$ cat config.mk
export PLATFORM = sky130hd
export DESIGN_NAME = ise_cell
export DESIGN_NICKNAME = d
export VERILOG_FILES = /design/src/rtl/core/insertion_sort_engine_top_macros.svh /design/src/rtl/core/ise_pkg.sv /design/src/rtl/core/ise_cell.sv
export SDC_FILE = /design/constraint.sdc
export NUM_CORES = 1
export LEC_CHECK = 0
export BUFFER_PORTS_ARGS = -buffer_cell sky130_fd_sc_hd__buf_2
export CORE_UTILIZATION = 45
export DETAILED_ROUTE_END_ITERATION = 12
export GPL_ROUTABILITY_DRIVEN = 0
export GPL_TIMING_DRIVEN = 0
export PLACE_DENSITY = 0.8
export SYNTH_ARGS = -nofsm -noshare
export SYNTH_HDL_FRONTEND = slang
export SYNTH_SLANG_ARGS = --single-unit
$ cat constraint.sdc
create_clock -name aclk -period 4.35 [get_ports aclk]
set_input_delay 0.87 -clock aclk [delete_from_list [all_inputs] [get_ports aclk]]
set_output_delay 0.87 -clock aclk [all_outputs]
set_load 0.02 [all_outputs]
$ cat src/rtl/core/insertion_sort_engine_top_macros.svh
// Assertion helpers shared by the RTL files that carry checks.
`ifndef INSERTION_SORT_ENGINE_TOP_MACROS_SVH
`define INSERTION_SORT_ENGINE_TOP_MACROS_SVH

// Same-cycle implication, checked outside reset.
`define ISE_ASSERT_NOW(label, ante, cons, msg) \
    label: assert property (@(posedge aclk) disable iff (!aresetn) (ante) |-> (cons)) \
        else $error(msg);

// Next-cycle implication, checked outside reset.
`define ISE_ASSERT_NEXT(label, ante, cons, msg) \
    label: assert property (@(posedge aclk) disable iff (!aresetn) (ante) |=> (cons)) \
        else $error(msg);

`endif

$ cat src/rtl/core/ise_pkg.sv
package ise_pkg;

    localparam int DATA_W          = 32;
    localparam int MAX_COUNT_DEF   = 64;

    typedef logic signed [DATA_W-1:0] data_t;

    // Operation broadcast to every cell of the chain.
    typedef enum logic [1:0] {
        CELL_HOLD,
        CELL_INSERT,
        CELL_SHIFT
    } cell_op_t;

    typedef struct packed {
        cell_op_t op;
        data_t    value;
    } cell_ctrl_t;

    typedef enum logic {
        ST_LOAD,
        ST_DRAIN
    } state_t;

endpackage

$ cat src/rtl/core/ise_cell.sv
// One slot of the sorted chain. On insert, an occupied cell holding a value
// strictly greater than the new one moves up by one place; on shift, every
// cell takes its right neighbor's value so the smallest leaves at cell zero.
module ise_cell (
    input  logic                 aclk,
    input  ise_pkg::cell_ctrl_t  ctrl,
    input  logic                 occupied,
    input  logic                 left_gt,
    input  ise_pkg::data_t       left_value,
    input  ise_pkg::data_t       right_value,
    output logic                 gt,
    output ise_pkg::data_t       value
);

    ise_pkg::data_t value_reg;
    ise_pkg::data_t value_next;

    // An empty cell counts as greater than anything, so it receives data.
    assign gt    = !occupied || (value_reg > ctrl.value);
    assign value = value_reg;

    always_comb begin
        value_next = value_reg;
        unique case (ctrl.op)
            ise_pkg::CELL_INSERT: begin
                if (gt) begin
                    value_next = left_gt ? left_value : ctrl.value;
                end
            end
            ise_pkg::CELL_SHIFT: begin
                value_next = right_value;
            end
            default: begin
                value_next = value_reg;
            end
        endcase
    end

    always_ff @(posedge aclk) begin
        value_reg <= value_next;
    end

endmodule

Word-level counts from Yosys, hierarchy flattened
Index checks and enable logic that the tools add are counted.
- muxes and demuxes: 3
- equal/unequal tests: 3
- $lt $le $gt $ge: 1
- reduce and logical (&&, ||, !) cells: 4
- operator list (kind ; count):
    $mux 32 ; 2
    $pmux 32 s2 ; 1
    $gt 32x32->1 ; 1
    $eq 2x1->1 const B ; 1
    $eq 2x2->1 const B ; 1
    $ne 2x2->1 const B ; 1
    $reduce_and 2->1 ; 1
    $reduce_bool 2->1 ; 1
    $logic_not 1->1 ; 1
    $logic_or 1x1->1 ; 1
- register bits: 32

Depth between registers and ports, before layout
- depth in word-level cells: 4
- depth in mapped cells: 8
- mapped depth without buffers: 8

Least setup slack after synthesis
OpenSTA, ideal clock, no wires.
- kind: input port to flip-flop
- start point: input ctrl[1] (netlist bit)
- end point: register value_reg[0] (netlist: value[0]) (enable)
- setup slack: 255 ps
- library setup time: 441 ps
- required time: 3909 ps
- data arrival time: 3654 ps
- stages on the path: 7
- buffers on the path: 0
- cells stage by stage: inv_1 -> ha_1 -> nor2b_1 -> o211ai_1 -> a2111oi_1 -> o41ai_1 -> a31oi_1
- word-level cells in the longest chain between the ends: 4
- RTL lines (item ; RTL line ; text):
    start, declared ; ise_cell.sv:6 ; input ise_pkg::cell_ctrl_t ctrl,
    $gt 32x32->1 ; ise_cell.sv:19 ; assign gt = !occupied || (value_reg > ctrl.value);
    $logic_or 1x1->1 ; ise_cell.sv:19 ;
    $ne 2x2->1 (no line) ; -- ;
    $reduce_and 2->1 (no line) ; -- ;
    end signal, assigned ; ise_cell.sv:40 ; value_reg <= value_next;
    end, declared ; ise_cell.sv:15 ; ise_pkg::data_t value_reg;
No other way between the ends.
A chain may end at the register's enable or synchronous reset.

Worst setup path after layout
- start point: input ctrl[17] (netlist bit)
- end point: output gt
- word-level cells in the longest chain between the ends: 2
- RTL lines (item ; RTL line ; text):
    $gt 32x32->1 ; ise_cell.sv:19 ;
    $logic_or 1x1->1 ; ise_cell.sv:19 ;
    end, declared ; ise_cell.sv:11 ; output logic gt,
No other way between the ends.

==> results.yml <==
status:
  status: "completed"
timing:
  fin_skew_ns: 0.00496
  post-route-period-util_pct: 81.7
  tns_ns: 0
  hold_violations: 0
  fmax_ghz: 0.281
  period_needed_ns: 3.55
  slew_headroom_pct: 55.6
  holdWs_ns: 0.863
  rsz0062_at_grt: "false"
  setup_viol: 0
  worstMarginPinSlew_ns: 0.658
  fin_ws_ns: 0.795
  maxSlewViolCount: 0
layout:
  postLayoutCellArea_um2: 3350
  largest_register_ff_count: 32
  antenna_cells: 0
  fin_util_pct: 64.3
  drive_gt1_share_pct: 37.7
  fill_cells: 460
  area_delta_synth_final_pct: 35.2
  finalNetCount: 530
  seqCellArea_um2: 961
  multiInputGateArea_um2: 1360
floorplan:
  die_area_um2: 5800
  die_h_um: 76.2
  core-area_um2: 5200
  row_count: 26
  die_x_um: 76.2
  start_util_pct: 47.6
  io_pins: 134
yosys:
  postSynthCellCount: 257
  synth_top_area_cell: "edfxtp_1"
  synth_area_leaders: "edfxtp_1 (39%), ha_1 (16%), mux2i_1 (13%)"
  synth.net_count: 390
  ys.warnings.count: 0
  synth-seq-cells: 32
  syn_area_per_cell_um2: 9.63
  synth_area_um2: 2480
  synth.distinct_cells: 26
  synth_top_area_share_pct: 38.8
  synth_seq_area_share_pct: 38.8
placed_design:
  port-buffer-count: 132
  placed_area_um2: 3270
  hpwl_um: 5240
  dpl_worst_slack_ns: 0.789
clock_network:
  ctsResizeCount: 0
  cts_made_buffers: 5
  clkTransAtPathRegs_ns: 0.07
  cts_sinks: 32
  clockBufferDepth: 2
  cts_root_buf: "clkbuf_8"
  cts_tree: "yes"
  cts_setup_buffers: 0
  clk_latency_ns: 0.28
  htreeDepth: 2
  cts-hold-fix-buffers: 0
route:
  via_per_inst: 5.10
  first_pass_iters: 4
  dr_total_vias: 2386
  antenna_left: 0
  wl_per_cell_um: 13.8
  drtIter0Drc: 69
  drc: 0
  routed_wl_um: 6480
worst_setup_path:
  crit_fanout: 2
  cp_common_cell: "buf_2"
  critPathLaunchType: "input port"
  critPathKind: "input port to output pin"
  crit_chain: "buf_2 -> inv_1 -> ha_1 -> a21oi_1 -> nor2_1 -> a211oi_1 -> o41ai_1 -> a2111oi_2 -> a31oi_1 -> buf_2"
  slowest_stage: "a2111oi_2"
  arrival_ns: 2.68
  max_stage_delay_ns: 0.41
  required_ns: 3.48
  cp-end-kind: "output pin"
global_route:
  grt_max_degree: 18
  grt_pass1_vias: 2265
  antenna_found_initial: 0
  grt-ovfl-total: 0
  grt_util_all_layers_pct: 22.6
  grt_pass1_wl_um: 10500
run:
  max-cap-violations: 0
pwr:
  ir_drop_uv: 166
  p_leak_uw: 0.00172
  power_density_nw_per_um2: 272
worst_hold_path:
  holdCritPathClass: "input port to flip-flop"
## worst paths after layout
kind,to,from,depth (start not counted),slack [ns]
max,gt,ctrl[17],10,0.80
min,value[2]$_DFFE_PP_,right_value[2],3,0.86
max reg2reg,value[22]$_DFFE_PP_,value[15]$_DFFE_PP_,6,1.62
min reg2reg,value[4]$_DFFE_PP_,value[31]$_DFFE_PP_,5,1.30
## cell families after synthesis
family                     count (synthesis)  share of synthesized area [%]
buffers and inverters                     43                           6.92
AOI/OAI and AO/OA                         61                           14.2
adders and majority gates                 32                           16.2
muxes                                     32                           12.9
and+or+nand+nor                           57                           11.0
DFF                                       32                           38.8
## layout make-up
cell class                      instances  share of cell area, %
Inverter                               32                   3.59
Clock buffer                            7                   2.28
Tap cell                               70                   2.62
Buffer                                 11                   1.53
Timing Repair Buffer                  133                   20.6
Clock inverter                          1                  0.112
Multi-Input combinational cell        182                   40.6
Sequential cell                        32                   28.7
## synth_stat cells
library cell  number
a211oi_1           2
nor2_1             2
inv_1             32
ha_1              32
o21ai_1            1
and2_1             1
nand4_2            2
nor2b_1            4
clkbuf_1           3
nor4_1             2
or2b_1             1
o41ai_1            2
o2bb2ai_1          1
nand4_1            6
a21o_1             4
buf_2              8
mux2i_1           32
edfxtp_1          32
nand3_1            3
o211ai_1           1
a21oi_1           12
a2111oi_2          1
a31oi_1            2
o21ai_0           34
nand2_1           36
a2111oi_1          1
## cells in the final DEF, fill, tap and decap left out, types with 5 or more instances in the layout
| master | instances |
|---|---|
| clkbuf_8 | 5 |
| inv_1 | 32 |
| a21oi_1 | 12 |
| buf_2 | 140 |
| clkbuf_1 | 5 |
| mux2i_1 | 32 |
| ha_1 | 32 |
| nand2_1 | 36 |
| edfxtp_1 | 32 |
| o21ai_0 | 34 |
| nand4_1 | 6 |
## report_power, final
part	switching [µW]	internal (µW)	leakage (µW)
Combinational	168	126	0.00137
Sequential	15.8	382	0.000310
Clock	108	111	0.0000399
Total	292	619	0.00172
## metrics by stage
step                power [µW]  cells
detailed placement         698    460
global placement           681    459
global route               963    468
finish                     911    468
CTS                        916    468
floorplan                  575    257
## worst max-delay path, delay by kind of cell
| kind | cells | cell delay (ns) |
|---|---|---|
| adder cells (fa/ha/maj) | 1 | 0.28 |
| buffers and inverters | 3 | 0.32 |
| AO/OA/AOI/OAI | 5 | 1.17 |
| AND/OR/NAND/NOR | 1 | 0.05 |
## metal layers
| layer | track usage, % | wire length (µm) |
|---|---|---|
| met5 | 0 | 0 |
| met4 | 8.08 | 123 |
| met3 | 3.59 | 361 |
| met2 | 39.1 | 3180 |
| met1 | 28.5 | 2810 |
Note: power is estimated with default switching activity, not from simulation.
